$ cat src/hdl/lay_pkg.sv
// Shared types, constants and rounding helpers for the look-at yaw/pitch pipeline.
package lay_pkg;

	// One input item: object and camera positions, signed Q16.16
	typedef struct packed {
		logic signed [31:0] obj_x;
		logic signed [31:0] obj_y;
		logic signed [31:0] obj_z;
		logic signed [31:0] cam_x;
		logic signed [31:0] cam_y;
		logic signed [31:0] cam_z;
	} lay_in_t;

	// One result item: angles in signed fixed-point radians
	typedef struct packed {
		logic signed [15:0] yaw_angle;
		logic signed [14:0] pitch_angle;
	} lay_out_t;

	localparam int DW        = 33;	// difference / magnitude width
	localparam int CW        = 63;	// CORDIC x/y datapath width
	localparam int SQW       = 63;	// radicand width
	localparam int SQ_STEPS  = 32;	// root bits
	localparam int PRESCALE  = 26;
	localparam int NORM_TOP  = 30;	// largest magnitude lands in [2^30, 2^31)
	localparam int NW        = 31;	// normalized magnitude width
	localparam int ATAN_ENTRIES = 22;

	// atan(2^-i) in Q32, truncated; small angles sit just below a power of two
	localparam logic [63:0] ATAN_Q32 [0:ATAN_ENTRIES-1] = '{
		64'd3373259426, 64'd1991351317, 64'd1052175346, 64'd534100634,
		64'd268086747,  64'd134174062,  64'd67103403,   64'd33553749,
		64'd16777130,   64'd8388597,    64'd4194302,    64'd2097151,
		64'd1048575,    64'd524287,     64'd262143,     64'd131071,
		64'd65535,      64'd32767,      64'd16383,      64'd8191,
		64'd4095,       64'd2047
	};
	localparam logic [63:0] QPI_Q32 = 64'd3373259426;

	// Yaw chain sideband
	typedef struct packed {
		logic zero_y;
		logic zero_x;
		logic neg_z;
		logic neg_x;
	} lay_yaw_sb_t;

	// Root chain sideband
	typedef struct packed {
		logic [NW-1:0] y_mag;
		logic          pos_y;
	} lay_sq_sb_t;

	// Pitch chain sideband
	typedef struct packed {
		logic zero_y;
		logic zero_x;
		logic pos_y;
	} lay_pit_sb_t;

	// Round a Q32 value half-up to frac fraction bits
	function automatic logic [31:0] round_q32(input logic [63:0] v, input int frac);
		logic [63:0] s;
		s = v + (64'd1 << (31 - frac));
		return s[63:32] == 32'd0 ? 32'(s >> (32 - frac)) : 32'(s >> (32 - frac));
	endfunction

	// Position of the leading one, zero for a zero word
	function automatic logic [5:0] lead_pos(input logic [DW-1:0] m);
		logic [5:0] p;
		p = '0;
		for (int i = 0; i < DW; i++) begin
			if (m[i]) p = 6'(i);
		end
		return p;
	endfunction

endpackage

$ cat src/hdl/lay_cordic_cell.sv
// One vectoring micro-rotation of the pipelined CORDIC.
module lay_cordic_cell #(
	parameter int IDX  = 0,
	parameter int FRAC = 13,
	parameter int SW   = 1
) (
	input  logic                           clk,
	input  logic                           en,
	input  logic signed [lay_pkg::CW-1:0]  x_i,
	input  logic signed [lay_pkg::CW-1:0]  y_i,
	input  logic signed [FRAC+2:0]         z_i,
	input  logic [SW-1:0]                  sb_i,
	output logic signed [lay_pkg::CW-1:0]  x_o,
	output logic signed [lay_pkg::CW-1:0]  y_o,
	output logic signed [FRAC+2:0]         z_o,
	output logic [SW-1:0]                  sb_o
);
	import lay_pkg::*;

	localparam logic signed [FRAC+2:0] ATAN_Q = (FRAC + 3)'(round_q32(ATAN_Q32[IDX], FRAC));

	logic signed [CW-1:0] xs;
	logic signed [CW-1:0] ys;

	assign xs = x_i >>> IDX;
	assign ys = y_i >>> IDX;

	always_ff @(posedge clk) begin
		if (en) begin
			if (!y_i[CW-1]) begin
				x_o <= x_i + ys;
				y_o <= y_i - xs;
				z_o <= z_i + ATAN_Q;
			end else begin
				x_o <= x_i - ys;
				y_o <= y_i + xs;
				z_o <= z_i - ATAN_Q;
			end
			sb_o <= sb_i;
		end
	end

endmodule

$ cat config.mk
export PLATFORM = sky130hd
export DESIGN_NAME = lay_cordic_cell
export DESIGN_NICKNAME = d
export VERILOG_FILES = /design/src/hdl/lay_pkg.sv /design/src/hdl/lay_cordic_cell.sv
export SDC_FILE = /design/constraint.sdc
export NUM_CORES = 1
export LEC_CHECK = 0
export ABC_CLOCK_PERIOD_IN_PS = 8500
export BUFFER_PORTS_ARGS = -buffer_cell sky130_fd_sc_hd__clkbuf_2
export CAP_MARGIN = 40
export CORE_MARGIN = 10
export CORE_UTILIZATION = 45
export CTS_BUF_LIST = sky130_fd_sc_hd__clkbuf_4 sky130_fd_sc_hd__clkbuf_8
export DETAILED_ROUTE_END_ITERATION = 8
export PLACE_DENSITY = 0.66
export SLEW_MARGIN = 20
export SYNTH_ARGS = -nofsm -noshare
export SYNTH_HDL_FRONTEND = slang
export SYNTH_SLANG_ARGS = --single-unit
$ cat constraint.sdc
create_clock -name clk -period 8.5 [get_ports clk]
set_clock_uncertainty 0.2 [all_clocks]
set_input_delay 1.275 -clock clk [delete_from_list [all_inputs] [get_ports clk]]
set_output_delay 1.275 -clock clk [all_outputs]
set_load 0.02 [all_outputs]
== After elaboration in Yosys (flattened, before gate mapping) ==
Cells that the tools add are included.
Operators by class
  muxes and demuxes: 3
  add/subtract/negate cells: 5
Operators by type and width (number)
  2-to-1 mux 63 bit: 2
  subtractor 63 bit: 2
  adder 63 bit: 1
  adder 16 x 14 -> 16 bit (second input constant): 1
  2-to-1 mux 16 bit: 1
  subtractor 16 x 14 -> 16 bit (second input constant): 1
Word-level totals
  output and inout bits: 143
  logic and storage cells: 12
  input bits: 145
  register bits: 143

== Longest topological paths before layout ==
  word-level depth: 2
  mapped depth: 15
  mapped depth without buffers: 14

== Worst setup path after synthesis ==
Ideal clock, no wire load.
  path kind: input -> register
  start: in y_i[62] (netlist bit)
  end: reg z_o[15], data pin
  path buffers: 2
  path slack: 4.135 ns
  setup time: 0.260 ns
  arrival: 3.905 ns
  required time: 8.040 ns
  cell stages on the path: 15
  cell sequence: inv_1 -> clkbuf_1 -> clkbuf_1 -> fa_1 -> nor2b_1 -> o21ai_0 -> a21boi_0 -> o21ai_0 -> a21boi_0 -> o21ai_0 -> a21oi_1 -> o41a_1 -> a21oi_1 -> o21bai_1 -> xnor2_1
On the way
  longest elaborated chain between the ends: 1
Ends and longest elaborated chain
  start: declaration: line lay_cordic_cell.sv:10  | input logic signed [lay_pkg::CW-1:0] y_i,
  2-to-1 mux 16 bit: line lay_cordic_cell.sv:30  | if (!y_i[CW-1]) begin
  end signal: assignment: line lay_cordic_cell.sv:33  | z_o <= z_i + ATAN_Q;
  end signal: assignment: line lay_cordic_cell.sv:37  | z_o <= z_i - ATAN_Q;
  end: declaration: line lay_cordic_cell.sv:15  | output logic signed [FRAC+2:0] z_o,
No other way between the ends.
A chain may end at the register's enable or synchronous reset.

== Worst setup path after layout ==
  start: in x_i[16] (netlist bit)
  end: reg y_o[57] (netlist bit), data pin
On the way
  longest elaborated chain between the ends: 2
  elaborated cells between the ends (all ways): 3
  those cells by class: 2 x add/sub; 1 x mux
Ends and longest elaborated chain
  start: declaration: line lay_cordic_cell.sv:9  | input logic signed [lay_pkg::CW-1:0] x_i,
  subtractor 63 bit or adder 63 bit (tied branches): line lay_cordic_cell.sv:32, lay_cordic_cell.sv:36
  2-to-1 mux 63 bit (*): line lay_cordic_cell.sv:30
  end signal: assignment: line lay_cordic_cell.sv:32  | y_o <= y_i - xs;
  end signal: assignment: line lay_cordic_cell.sv:36  | y_o <= y_i + xs;
  end: declaration: line lay_cordic_cell.sv:14  | output logic signed [lay_pkg::CW-1:0] y_o,
Mark *: on every way between the ends. The rest lies on a longest branch, timed or not.

==> flow_summary.json <==
{
  "status": "completed",
  "placement_rows": 70,
  "maxSlewHeadroom_pct": 34.2,
  "yosysMostFrequentCell": "sky130_fd_sc_hd__a21oi_1",
  "cp_max_fo": 9,
  "n_antenna_cell": 0,
  "gp_congestion": 0.990,
  "router_iterations_before_antenna_repair": 6,
  "vias_in_the_first_global_route": 16200,
  "die_boundary_width_um": 212,
  "yosysSeqAreaShare_pct": 25.6,
  "peak_supply_drop_uv": 112,
  "synth_edf_count": 142,
  "postCtsHoldBufs": 0,
  "wl_um": 64400,
  "fmax_ghz": 0.184,
  "hold_class": "in2reg",
  "core_area_mm2": 0.0365,
  "ant_nets": 0,
  "die_height_um": 212,
  "grt_usage_pct": 27.9,
  "worst_ep_required_time_ps": 8530,
  "ys.warnings.count": 0,
  "period_share_pct": 64.1,
  "report.final.setup_viol": 0,
  "netlist_instances": 2039,
  "layout.area.seq_mm2": 0.00426,
  "synthTopCellsByCount": "292 x sky130_fd_sc_hd__a21oi_1, 213 x sky130_fd_sc_hd__ha_1, 183 x sky130_fd_sc_hd__inv_1, 164 x sky130_fd_sc_hd__nor2_1",
  "yosys.area.top_type": "sky130_fd_sc_hd__edfxtp_1",
  "port_buffers": 287,
  "drcViolationCount": 0,
  "tightest_slew_ps": 961,
  "nNetsFinal": 2630,
  "post_cts.repair.setup_buffers": 0,
  "wire_length_of_the_first_global_routing_pass_um": 98000,
  "detail_route.iter0.violations": 1646,
  "synth_cell_type_count": 88,
  "max_cap_viol_count": 0,
  "hold_viol": 0,
  "cts-buffers-inserted": 17,
  "dieArea_mm2": 0.0451,
  "cts_tree": "done",
  "wire_per_inst_um": 23.4,
  "timing.critical_path.from_type": "input port",
  "ioPinCount": 288,
  "synth_async_sr_flop_share_pct": 0,
  "critical_path.endpoint_type": "register",
  "timing.critical_path.arrival_ps": 5480,
  "cts_max_level": 4,
  "cts.reportedPaths.clkPinSlew_ps": 80,
  "hold-path-endpoint": "sb_o$_DFFE_PP_",
  "placedCellCount": 2714,
  "viasPerCell": 6.10,
  "fin_worst_hold_slack_ps": 759,
  "crit_type": "in2reg",
  "dp_hpwl_um": 52700,
  "synth_largest_type_area_fraction_pct": 25.6,
  "number_of_max_slew_violations_in_the_final_report": 0,
  "grt_antenna_before_repair": 2,
  "synth_top_flop_cell": "sky130_fd_sc_hd__edfxtp_1",
  "cts-resized-gates": 0,
  "synth.net_count": 2401,
  "count_of_state_elements_after_synthesis": 142,
  "cts_root_buf": "sky130_fd_sc_hd__clkbuf_8",
  "cts-root-to-sink-buffers": 2,
  "setup_repair_after_global_routing_missed_its_margin": "no",
  "dr_total_vias": 16800,
  "finalCriticalPeriod_ps": 5440,
  "multi_input_area_mm2": 0.0112,
  "leak_nw": 8.22,
  "pin_count_of_the_biggest_net_entering_global_routing": 76,
  "syn2layout_area_growth_pct": 12.7,
  "min_from": "sb_i",
  "mapped_area_mm2": 0.0166,
  "grt_overflow": 0,
  "cell_types_occupying_the_most_area_after_synthesis": "sky130_fd_sc_hd__edfxtp_1 26%, sky130_fd_sc_hd__ha_1 16%, sky130_fd_sc_hd__a21oi_1 8.8%, sky130_fd_sc_hd__xnor2_1 6.5%, sky130_fd_sc_hd__o21ai_0 4.3%",
  "finalNonFillerCells": 2747,
  "numClockSinks": 142,
  "nFillCells": 3546,
  "start_util_pct": 45.6,
  "final_layout_size_suffix_gt1_share_pct": 16.6,
  "power_per_cell_area_mw_per_mm2": 155,
  "cells_on_worst_hold_path": 1,
  "avgSynthCellArea_um2": 8.16,
  "finalSetupTns_ps": 0
}
-- cells by family after synthesis --
logic type	after synthesis	synth area share (%)
xor+xnor	131	6.89
mux	30	1.80
fa+ha+maj	217	16.5
buf+inv	285	6.80
compound gates	742	28.4
flops	142	25.6
simple gates	492	14.0
-- worst max path at each step --
| stage | depth (start not counted) | end | from | slack, ps |
|---|---|---|---|---|
| 3_5_place_dp | 14 | y_o[57]$_DFFE_PP_ | x_i[16] | 2620 |
| 5_1_grt | 14 | y_o[57]$_DFFE_PP_ | x_i[16] | 2920 |
| 4_1_cts | 14 | y_o[57]$_DFFE_PP_ | x_i[16] | 3120 |
| 6_report | 14 | y_o[57]$_DFFE_PP_ | x_i[16] | 3060 |
| 2_1_floorplan | 15 | z_o[15]$_DFFE_PP_ | y_i[62] | 4130 |
| 3_3_place_gp | 14 | y_o[57]$_DFFE_PP_ | x_i[16] | 2650 |
-- area by class of cell --
| cell class | instances | share of cell area (%) |
|---|---|---|
| clock buffer | 19 | 1.33 |
| clock inverter | 11 | 0.540 |
| inverter | 199 | 4.00 |
| multi-input combinational | 1612 | 60.0 |
| sequential | 142 | 22.7 |
| tap | 468 | 3.12 |
| timing repair buffer | 296 | 8.31 |
-- where the power goes --
part	total, mW	leakage (nW)	switching [mW]	internal (mW)
Clock	0.548	0.179	0.292	0.257
Sequential	0.978	1.39	0.0445	0.934
Combinational	1.39	6.65	0.931	0.456
Total	2.91	8.22	1.27	1.65
-- critical path, stage by stage --
cell and delay, ps:
sky130_fd_sc_hd__clkbuf_2 100, sky130_fd_sc_hd__inv_1 40, sky130_fd_sc_hd__ha_1 420, sky130_fd_sc_hd__inv_2 230, sky130_fd_sc_hd__nand3_2 190, sky130_fd_sc_hd__nor4_1 580, sky130_fd_sc_hd__nand3_1 210, sky130_fd_sc_hd__a21oi_1 390
sky130_fd_sc_hd__nor2_1 210, sky130_fd_sc_hd__o221ai_1 590, sky130_fd_sc_hd__a21oi_1 320, sky130_fd_sc_hd__o41ai_1 540, sky130_fd_sc_hd__a21oi_1 190, sky130_fd_sc_hd__xnor2_1 170
-- placed cells by master (no fill, tap or decap), types with 37 or more instances in the layout --
cell,Yosys,routed
sky130_fd_sc_hd__a21o_1,37,37
sky130_fd_sc_hd__a21oi_1,292,292
sky130_fd_sc_hd__clkbuf_2,0,286
sky130_fd_sc_hd__edfxtp_1,142,142
sky130_fd_sc_hd__ha_1,213,213
sky130_fd_sc_hd__inv_1,183,182
sky130_fd_sc_hd__nand2_1,113,113
sky130_fd_sc_hd__nand3_1,39,39
sky130_fd_sc_hd__nor2_1,164,164
sky130_fd_sc_hd__nor3_1,43,43
sky130_fd_sc_hd__o21ai_0,142,142
sky130_fd_sc_hd__o21bai_1,69,69
sky130_fd_sc_hd__xnor2_1,124,124
-- routing by layer --
layer | GRT usage (%) | routed length, um
met5 | 0 | 23
met4 | 7.95 | 1520
met3 | 4.56 | 5140
met2 | 45.0 | 29600
met1 | 37.5 | 28100
-- metrics by stage --
step                      setup slack, ps  instance area (um^2)  utilization [%]  power [mW]
final                                3060                 18800             51.3        2.91
after global routing                 2920                 18800             51.3        3.06
after CTS                            3120                 18700             51.2        2.91
after detailed placement             2620                 18400             50.3        2.35
after global placement               2650                 18300             50.1        2.35
after floorplan                      4130                 16600                -        1.87
-- registers in the layout, summed over array words and instances, names as in the netlist --
name	cells
x_o	63
y_o	62
z_o	16
sb_o	1
(Power assumes the default switching activity.)
