### config.mk
export PLATFORM = sky130hd
export DESIGN_NAME = lay_sqrt_cell
export DESIGN_NICKNAME = d
export VERILOG_FILES = /design/src/hdl/lay_pkg.sv /design/src/hdl/lay_sqrt_cell.sv
export SDC_FILE = /design/constraint.sdc
export NUM_CORES = 1
export LEC_CHECK = 0
export ABC_CLOCK_PERIOD_IN_PS = 3300
export BUFFER_PORTS_ARGS = -buffer_cell sky130_fd_sc_hd__buf_2
export CAP_MARGIN = 0
export CORE_MARGIN = 3
export CORE_UTILIZATION = 53
export CTS_CLUSTER_SIZE = 24
export DETAILED_ROUTE_END_ITERATION = 16
export GPL_TIMING_DRIVEN = 0
export PLACE_DENSITY_LB_ADDON = 0.2
export SYNTH_ARGS = -nofsm -noshare
export SYNTH_HDL_FRONTEND = slang
export SYNTH_SLANG_ARGS = --single-unit
### constraint.sdc
create_clock -name clk -period 3.3 [get_ports clk]
set_input_delay 0.165 -clock clk [delete_from_list [all_inputs] [get_ports clk]]
set_output_delay 0.165 -clock clk [all_outputs]
set_load 0.02 [all_outputs]
### src/hdl/lay_pkg.sv
// Shared types, constants and rounding helpers for the look-at yaw/pitch pipeline.
package lay_pkg;

	// One input item: object and camera positions, signed Q16.16
	typedef struct packed {
		logic signed [31:0] obj_x;
		logic signed [31:0] obj_y;
		logic signed [31:0] obj_z;
		logic signed [31:0] cam_x;
		logic signed [31:0] cam_y;
		logic signed [31:0] cam_z;
	} lay_in_t;

	// One result item: angles in signed fixed-point radians
	typedef struct packed {
		logic signed [15:0] yaw_angle;
		logic signed [14:0] pitch_angle;
	} lay_out_t;

	localparam int DW        = 33;	// difference / magnitude width
	localparam int CW        = 63;	// CORDIC x/y datapath width
	localparam int SQW       = 63;	// radicand width
	localparam int SQ_STEPS  = 32;	// root bits
	localparam int PRESCALE  = 26;
	localparam int NORM_TOP  = 30;	// largest magnitude lands in [2^30, 2^31)
	localparam int NW        = 31;	// normalized magnitude width
	localparam int ATAN_ENTRIES = 22;

	// atan(2^-i) in Q32, truncated; small angles sit just below a power of two
	localparam logic [63:0] ATAN_Q32 [0:ATAN_ENTRIES-1] = '{
		64'd3373259426, 64'd1991351317, 64'd1052175346, 64'd534100634,
		64'd268086747,  64'd134174062,  64'd67103403,   64'd33553749,
		64'd16777130,   64'd8388597,    64'd4194302,    64'd2097151,
		64'd1048575,    64'd524287,     64'd262143,     64'd131071,
		64'd65535,      64'd32767,      64'd16383,      64'd8191,
		64'd4095,       64'd2047
	};
	localparam logic [63:0] QPI_Q32 = 64'd3373259426;

	// Yaw chain sideband
	typedef struct packed {
		logic zero_y;
		logic zero_x;
		logic neg_z;
		logic neg_x;
	} lay_yaw_sb_t;

	// Root chain sideband
	typedef struct packed {
		logic [NW-1:0] y_mag;
		logic          pos_y;
	} lay_sq_sb_t;

	// Pitch chain sideband
	typedef struct packed {
		logic zero_y;
		logic zero_x;
		logic pos_y;
	} lay_pit_sb_t;

	// Round a Q32 value half-up to frac fraction bits
	function automatic logic [31:0] round_q32(input logic [63:0] v, input int frac);
		logic [63:0] s;
		s = v + (64'd1 << (31 - frac));
		return s[63:32] == 32'd0 ? 32'(s >> (32 - frac)) : 32'(s >> (32 - frac));
	endfunction

	// Position of the leading one, zero for a zero word
	function automatic logic [5:0] lead_pos(input logic [DW-1:0] m);
		logic [5:0] p;
		p = '0;
		for (int i = 0; i < DW; i++) begin
			if (m[i]) p = 6'(i);
		end
		return p;
	endfunction

endpackage

### src/hdl/lay_sqrt_cell.sv
// One digit step of the pipelined floor square root.
module lay_sqrt_cell #(
	parameter int IDX = 0,
	parameter int SW  = 1
) (
	input  logic                     clk,
	input  logic                     en,
	input  logic [lay_pkg::SQW-1:0]  v_i,
	input  logic [lay_pkg::SQW-1:0]  r_i,
	input  logic [SW-1:0]            sb_i,
	output logic [lay_pkg::SQW-1:0]  v_o,
	output logic [lay_pkg::SQW-1:0]  r_o,
	output logic [SW-1:0]            sb_o
);
	import lay_pkg::*;

	localparam logic [SQW-1:0] BIT = SQW'(1) << (SQW - 1 - 2 * IDX);

	logic [SQW:0] trial;
	logic         fits;

	assign trial = {1'b0, r_i} + {1'b0, BIT};
	assign fits  = {1'b0, v_i} >= trial;

	always_ff @(posedge clk) begin
		if (en) begin
			if (fits) begin
				v_o <= v_i - trial[SQW-1:0];
				r_o <= (r_i >> 1) + BIT;
			end else begin
				v_o <= v_i;
				r_o <= r_i >> 1;
			end
			sb_o <= sb_i;
		end
	end

endmodule

# Yosys cells after proc, flatten, opt, wreduce, memory -nomap -nowiden
# Index checks and enable logic that the tools add are counted.
dict set report word_totals {
  regBits 127
  output_inout_bits 127
  elab_cells 10
  latchBits 0
  ram_bits 0
  n_memories 0
  rom_bits 0
}
dict set report classes {
  n_bitwise 0
  multipliers 0
  reduce_logical 0
  n_addsub 3
  n_eq_ne 0
  muxes 2
  n_lt_le_gt_ge 1
  shifts 0
  div 0
}
# op n
set ops {}
lappend ops {{adder 63 x 63 -> 64 bit (second input constant)} 1}
lappend ops {{greater-or-equal comparator 63 x 64 -> 1 bit} 1}
lappend ops {{adder 62 x 63 -> 63 bit (second input constant)} 1}
lappend ops {{2-to-1 mux 63 bit} 1}
lappend ops {{subtractor 63 bit} 1}
lappend ops {{2-to-1 mux 62 bit} 1}

# Longest topological paths before layout
# Gate-level depths: netlist (run 1).
dict set report depth {
  ltp_word 3
  mapped_depth 16
}

# Worst setup path after synthesis (run 1)
# No wires, ideal clock.
dict set report synth_path {
  path_type {input -> register}
  startpoint {in v_i[0] (netlist name)}
  endpoint {reg v_o[53] (netlist name) (data pin)}
  setup_time_ns 0.261
  arrival_ns 2.659
  setup_slack_ns 0.380
  cell_stages 15
  path_cell_list {inv_1 > ha_1 > fa_1 > nand2b_1 > a21oi_1 > o21ai_1 > o211ai_2 > a311oi_2 > o31ai_2 > o2111a_2 > nor2_2 > buf_6 > buf_6 > nor4b_4 > nor3_2}
}
dict set report synth_between {
  elab_chain_cells 2
  elab_cells_between_ends 3
}
# element line
set synth_rtl {}
lappend synth_rtl {{start, declared} lay_sqrt_cell.sv:8} ;# input logic [lay_pkg::SQW-1:0] v_i,
lappend synth_rtl {{subtractor 63 bit / greater-or-equal comparator 63 x 64 -> 1 bit (equally long branches)} {lay_sqrt_cell.sv:28, lay_sqrt_cell.sv:23}}
lappend synth_rtl {{2-to-1 mux 63 bit *} lay_sqrt_cell.sv:27} ;# if (fits) begin
lappend synth_rtl {{end signal, assigned} lay_sqrt_cell.sv:28} ;# v_o <= v_i - trial[SQW-1:0];
lappend synth_rtl {{end signal, assigned} lay_sqrt_cell.sv:31} ;# v_o <= v_i;
lappend synth_rtl {{end, declared} lay_sqrt_cell.sv:11} ;# output logic [lay_pkg::SQW-1:0] v_o,
# Mark *: on every way between the ends. The rest lies on a longest branch, timed or not.
# A chain may end at the register's enable or synchronous reset.

# Worst setup path after layout (run 1)
dict set report layout_path {
  startpoint {in r_i[9] (netlist name)}
  endpoint {reg v_o[55] (netlist name) (data pin)}
}
dict set report layout_between {
  elab_chain_cells 3
  elab_cells_between_ends 4
}
# element line
set layout_rtl {}
lappend layout_rtl {{start, declared} lay_sqrt_cell.sv:9} ;# input logic [lay_pkg::SQW-1:0] r_i,
lappend layout_rtl {{adder 63 x 63 -> 64 bit *} lay_sqrt_cell.sv:22} ;# assign trial = {1'b0, r_i} + {1'b0, BIT};
lappend layout_rtl {{subtractor 63 bit / greater-or-equal comparator 63 x 64 -> 1 bit (equally long branches)} {lay_sqrt_cell.sv:28, lay_sqrt_cell.sv:23}}
lappend layout_rtl {{2-to-1 mux 63 bit *} lay_sqrt_cell.sv:27}
# Marks and branches as above.

==> summary.md, run 1 <==
| Metric | Value |
|---|---|
| Netlist cell types | `63` |
| Worst slew pin tran | `0.6534 ns` |
| CP endpoint kind | `register` |
| Initial core utilization | `54.36%` |
| Setup TNS | `0 ns` |
| Initial antenna violation count | `1` |
| Total number of vias | `8147` |
| Reg power frac | `36.5%` |
| Detailed placer's ending HPWL | `18.47 mm` |
| Comb power frac | `29.1%` |
| H-tree levels | `4` |
| Drt pass-1 iters | `5` |
| Clock net sink count | `127` |
| Overall routing resource usage | `27.42%` |
| Root buf cell | `clkbuf_16` |
| Setup violators final | `0` |
| DIE HEIGHT | `134.1 µm` |
| Status | `complete, no violations` |
| Placer congestion estimate | `0.8768` |
| Mapped Avg Cell Area | `9.601 µm²` |
| Core area | `16000 µm²` |
| Tmin final | `3.245 ns` |
| Yosys warning count | `0` |
| Crit-path max FO | `6` |
| CP Data Required Time | `3.47 ns` |
| Top_reg_cell synth | `edfxtp_1` |
| EDFF count, synth | `127` |
| Vias per cell | `5.512` |
| Initial DRC count | `579` |
| Hold Crit Class | `in -> reg` |
| Total wire length | `25.59 mm` |
| Register area share after synthesis | `43.84%` |
| Max-Cap Viols | `0` |
| ANT cells | `0` |
| Mapped Area | `8698 µm²` |
| Largest area contributor in the netlist | `edfxtp_1` |
| Slew margin rel. | `56.15%` |
| PnR Total Power | `5.499 mW` |
| Post-Syn Instances | `906` |
| Placed Area | `10280 µm²` |
| Net Count, Synth | `1100` |
| Share of layout cells above drive strength 1 | `28.37%` |
| Finished Cell Area | `11660 µm²` |
| Largest net degree at the start of global routing | `70` |
| VDD IR max | `0.3505 mV` |
| Final Slew Violations | `0` |
| Unrepaired setup endpoints after global routing | `true` |
| P_int | `3.766 mW` |
| Hold_ws | `0.03011 ns` |
| Synth top area share | `43.84%` |
| Die area | `17990 µm²` |
| P_leak | `5.366 nW` |
| Fin crit share | `98.32%` |
| Clk buf depth | `2` |
| CTS tree | `yes` |
| Peak Freq | `308.2 MHz` |
| # IOs | `256` |
| Ys async rst share | `0%` |
| Largest cells by area after synthesis | `edfxtp_1 (44%), ha_1 (9.2%), nand2_1 (4.9%)` |
| Clock power share | `34.4%` |
| Area grow syn2layout | `34.08%` |
| Drt drc | `0` |
| Wire per inst | `17.32 µm` |
| Total net switching power | `1.733 mW` |
| Critical Path Start | `r_i[9]` |
| DRT antenna net count | `0` |
| Hold Vio Cnt, Final | `0` |
| Die Span X | `134.1 µm` |
| Fill cell count | `1235` |
| Worst setup SP type | `input pin` |
| Critical path class | `in -> reg` |
| Number of global-route vias before repair | `7768` |
| #FFs+latches synth | `127` |
| Global-route wire length before repair | `39.07 mm` |
| Grt ovf | `0` |
| Pwr/cell area | `471.5 nW/µm²` |
| CP Data Arrival Time | `3.41 ns` |
| Clock slew at reported path FFs | `0.06 ns` |
| Site Rows | `46` |
| Sw Ratio | `31.51%` |
| Worst hold start | `v_i[19]` |
| Final net count | `1443` |
| Number of port buffers | `255` |
| TritonCTS Buffers | `17` |
## final timing paths
path | endpoint | slack, ns | depth (start not counted)
worst max-delay path | v_o[55] | 0.06 | 14
worst min-delay path | v_o[19] | 0.03 | 3
## critical path, cell delays in order
cell	delay (ns)
dlygate4sd3_1	0.52
buf_2	0.11
inv_1	0.04
ha_1	0.38
and4_1	0.34
nand4_1	0.12
a211oi_1	0.38
o2111ai_1	0.23
nand3b_1	0.22
nand4_1	0.24
a31oi_4	0.29
a21oi_1	0.13
xor2_1	0.15
o21ai_1	0.08
## synthesized netlist by cell type (all sizes together), types with 2 or more instances
library cell	n
edfxtp	127
nand2	113
o21ai	89
a21oi	78
inv	77
ha	64
a21o	43
nor2	35
xnor2	31
nand4	26
clkbuf	25
xor2	24
buf	20
a31oi	14
o21bai	14
a211oi	11
nand3	11
o21a	10
o31ai	10
and3	8
nor3	8
and2	7
nand2b	7
o211ai	6
nor2b	5
and4	4
nor4	4
or2	4
a21boi	3
a41oi	3
mux2	3
o2111ai	3
a31o	2
## power by group through the flow
stage	sequential (mW)	clock (mW)	combinational (mW)
6_report	2.00	1.89	1.60
5_1_grt	2.02	1.97	1.74
4_1_cts	2.00	1.91	1.54
3_5_place_dp	2.03	0	1.47
3_3_place_gp	2.04	0	1.46
2_1_floorplan	2.25	0	0.773
## cells by family (layout without fill, tap and decap cells)
| kind of cell | after synthesis | in the layout | share of synthesized area [%] |
|---|---|---|---|
| simple gates | 236 | 236 | 12.97 |
| mux | 4 | 4 | 0.6329 |
| compound gates | 297 | 297 | 21.68 |
| xor+xnor | 55 | 55 | 5.538 |
| fa+ha+maj | 65 | 65 | 9.436 |
| buf+inv | 122 | 478 | 5.898 |
| flops | 127 | 127 | 43.84 |
## cell usage in the layout, fill, tap and decap left out, drive strengths merged, types with 4 or more instances in the layout
master and n:
a31oi 14, nand2 113, a21oi 78, nor2b 5
edfxtp 127, xor2 24, nand3 11, buf 276
nor2 35, o211ai 6, o31ai 10, clkbuf 50
a21o 43, nand4 26, o21ai 89, or2 4
and3 8, a211oi 11, and4 4, ha 64
nor4 4, xnor2 31, inv 77, o21a 10
clkinv 8, nor3 8, o21bai 14, and2 7
nand2b 7, dlygate4sd3 63
## registers in the layout, summed over array words and instances, names as in the netlist
signal / cells
r_o: 63
sb_o: 1
v_o: 63
## stage by stage
stage / util [%] / worst slack, ns / cells
after floorplan: - / 0.3799 / 906
after global placement: 64.03 / -0.09017 / 1377
after detailed placement: 64.24 / -0.1084 / 1378
after CTS: 71.81 / 0.01269 / 1473
after global routing: 72.89 / -0.08216 / 1478
final: 72.89 / 0.05535 / 1478
## final cells by class
cell class / instances / area (µm²) / share of cell area (%)
buffer: 44 / 260.3 / 2.232
clock buffer: 20 / 436.7 / 3.744
clock inverter: 12 / 143.9 / 1.234
inverter: 77 / 289.0 / 2.478
multi-input combinational: 657 / 4463 / 38.27
sequential: 127 / 3814 / 32.70
tap: 216 / 270.3 / 2.317
timing repair buffer: 325 / 1986 / 17.03
## layer usage
metal / wire length (µm) / vias to the layer above / share of wire, % / global-route usage [%]
met2: 12030 / 343 / 47 / 45.06
met4: 535 / 2 / 2.1 / 8.484
li1: - / 4003 / - / -
met1: 11100 / 3756 / 43 / 36.69
met3: 1921 / 43 / 7.5 / 5.964
met5: 13 / - / 0.051 / 0
## what timing repair did
| item | CTS | global route |
|---|---|---|
| endpoints found under the setup margin | 0 | 63 |
| buffers inserted | 0 | 5 |
| hold endpoints to repair | 63 | 0 |
| resized for setup | 0 | 37 |
| hold buffers | 63 | 0 |
Note: power is estimated with default switching activity, not from simulation.
==> run 2, diff against run 1 <==
==> constraint.sdc (replaced) <==
create_clock -name clk -period 3.3 [get_ports clk]
set_input_delay 0.825 -clock clk [delete_from_list [all_inputs] [get_ports clk]]
set_output_delay 0.825 -clock clk [all_outputs]
set_load 0.02 [all_outputs]
==> summary.md, run 2 (synthesis gave the netlist of run 1 again) <==
| Metric | Value |
|---|---|
| Status | `complete, no violations (unchanged)` |
| Clk buf depth | `2 (unchanged)` |
| CP Data Required Time | `3.47 ns (about the same)` |
| Setup TNS | `0 ns (unchanged)` |
| Max-Cap Viols | `0 (unchanged)` |
| Most common cell after layout, fill and taps aside | `buf_2 (unchanged)` |
| Share of layout cells above drive strength 1 | `34.03% (was 28.37%)` |
| Wire per inst | `17.78 µm (was 17.32 µm)` |
| ANT cells | `0 (unchanged)` |
| Overall routing resource usage | `26.87% (was 27.42%)` |
| Crit-path max FO | `10 (was 6)` |
| Highest-count cells in the layout ignoring fill and taps | `buf_2 (258), edfxtp_1 (127), nand2_1 (111) (was buf_2 (264), edfxtp_1 (127), nand2_1 (112))` |
| Die Span X | `134.1 µm (unchanged)` |
| Core area | `16000 µm² (unchanged)` |
| Peak Freq | `307.2 MHz (was 308.2 MHz)` |
| Drt drc | `0 (unchanged)` |
| Clock slew at reported path FFs | `0.06 ns (about the same)` |
| Hold Crit Class | `in -> reg (unchanged)` |
| Fill cell count | `1242 (was 1235)` |
| Hold-fix buffers, CTS | `0 (was 63)` |
| DIE HEIGHT | `134.1 µm (unchanged)` |
| H-tree levels | `4 (unchanged)` |
| Pwr/cell area | `489.5 nW/µm² (was 471.5 nW/µm²)` |
| Fin crit share | `98.64% (was 98.32%)` |
| Tmin final | `3.255 ns (was 3.245 ns)` |
| Grt ovf | `0 (unchanged)` |
| Worst slew pin tran | `0.6201 ns (was 0.6534 ns)` |
| DP Cell Count | `1378 (unchanged)` |
| Initial antenna violation count | `2 (was 1)` |
| Slew margin rel. | `58.38% (was 56.15%)` |
| Initial core utilization | `54.36% (unchanged)` |
| Setup violators final | `0 (unchanged)` |
| TritonCTS Buffers | `17 (unchanged)` |
| Die area | `17990 µm² (unchanged)` |
| Vias per cell | `5.654 (was 5.512)` |
| Clock net sink count | `127 (unchanged)` |
| # IOs | `256 (unchanged)` |
| VDD IR max | `0.3658 mV (was 0.3505 mV)` |
| Detailed placer's ending HPWL | `18.81 mm (was 18.47 mm)` |
| Post-layout util | `71.27% (was 72.89%)` |
| DP Worst Slack | `-0.6286 ns (was -0.1084 ns)` |
| Site Rows | `46 (unchanged)` |
| CTS tree | `yes (unchanged)` |
| Drt pass-1 iters | `5 (unchanged)` |
| Final Slew Violations | `0 (unchanged)` |
| Critical path class | `in -> reg (unchanged)` |
| CP endpoint kind | `register (unchanged)` |
| Largest regs | `r_o: 63 flops, v_o: 63 flops, sb_o: 1 flops (unchanged)` |
| Number of global-route vias before repair | `7505 (was 7768)` |
| Initial DRC count | `655 (was 579)` |
| Number of port buffers | `255 (unchanged)` |
| Largest net degree at the start of global routing | `71 (was 70)` |
| Root buf cell | `clkbuf_16 (unchanged)` |
| Final net count | `1375 (was 1443)` |
| Worst setup margin | `0.04486 ns (was 0.05535 ns)` |
| Post-route insts no fill | `1409 (was 1478)` |
| Area grow syn2layout | `31.10% (was 34.08%)` |
| Hold Vio Cnt, Final | `0 (unchanged)` |
| Unrepaired setup endpoints after global routing | `true (unchanged)` |
| Total wire length | `25.05 mm (was 25.59 mm)` |
| CP Data Arrival Time | `3.43 ns (was 3.41 ns)` |
| Worst setup SP type | `input pin (unchanged)` |
| Global-route wire length before repair | `38.32 mm (was 39.07 mm)` |
| P_leak | `5.195 nW (was 5.366 nW)` |
| Placer congestion estimate | `0.8959 (was 0.8768)` |
| Total number of vias | `7967 (was 8147)` |
| DRT antenna net count | `0 (unchanged)` |
[run 2: cell count changes in the layout (fill, tap and decap cells not counted), moves of 3 or more]
cell	previous run	this run
a211oi_2	1	5
ha_2	0	8
buf_4	5	18
a21oi_1	67	62
o21ai_0	69	64
ha_1	64	51
o21ai_1	19	22
buf_2	264	258
clkbuf_1	22	5
a211oi_1	9	4
dlygate4sd3_1	63	0
ha_4	0	5
a21oi_4	0	3
[run 2: path summary, 6_finish.rpt]
check,end,cells past startpoint,start
max,v_o[52],17,r_i[10]
min,sb_o,1,sb_i
[run 2: cell type report]
cell class	instances	area (µm²)	area share, %
repair buffers	274	1469	12.88
well taps	216	270.3	2.370
inverters	77	299.0	2.622
clock buffers	19	432.9	3.796
flip-flops and latches	127	3814	33.44
clock inverters	12	168.9	1.481
plain buffers	27	221.5	1.942
multi-input cells	657	4728	41.46
[run 2: power breakdown]
part	internal (mW)	switching [mW]
logic	0.632	1.01
clock network	1.25	0.688
registers	1.97	0.0332
[run 2: repair_timing]
| action | CTS | global route |
|---|---|---|
| cloned | 1 | 1 |
| pin swaps | 11 | 23 |
| resized for setup | 20 | 78 |
| buffers inserted | 7 | 9 |
| setup endpoints to repair | 63 | 63 |
[run 2: through the flow]
step                      cell area (µm²)  power [mW]  hold slack (ns)
after floorplan                      8757       3.036           0.9239
after global placement              10300       3.500            1.004
after detailed placement            10340       3.521            1.004
after CTS                           11070       5.499           0.5673
after global routing                11400       5.819           0.5733
final                               11400       5.582           0.5767
[run 2: per-layer routing]
layer / vias to the layer above / global-route usage, % / wire [µm] / share of wire [%]
met4: 4 / 9.785 / 540 / 2.2
met5: - / 0 / 21 / 0.084
met1: 3692 / 35.91 / 10690 / 43
met2: 364 / 42.76 / 11790 / 47
li1: 3864 / - / - / -
met3: 43 / 6.789 / 2010 / 8.0
[run 2: critical path, stage by stage]
cell	delay [ns]
buf_2	0.10
inv_1	0.04
ha_1	0.27
clkbuf_4	0.20
nand2_2	0.09
a211oi_2	0.25
o21ai_2	0.10
o211ai_2	0.13
a311oi_4	0.17
o31ai_2	0.27
o2111a_2	0.27
nor2_4	0.05
buf_8	0.16
buf_12	0.14
buf_12	0.14
nand2_1	0.10
o31ai_1	0.10
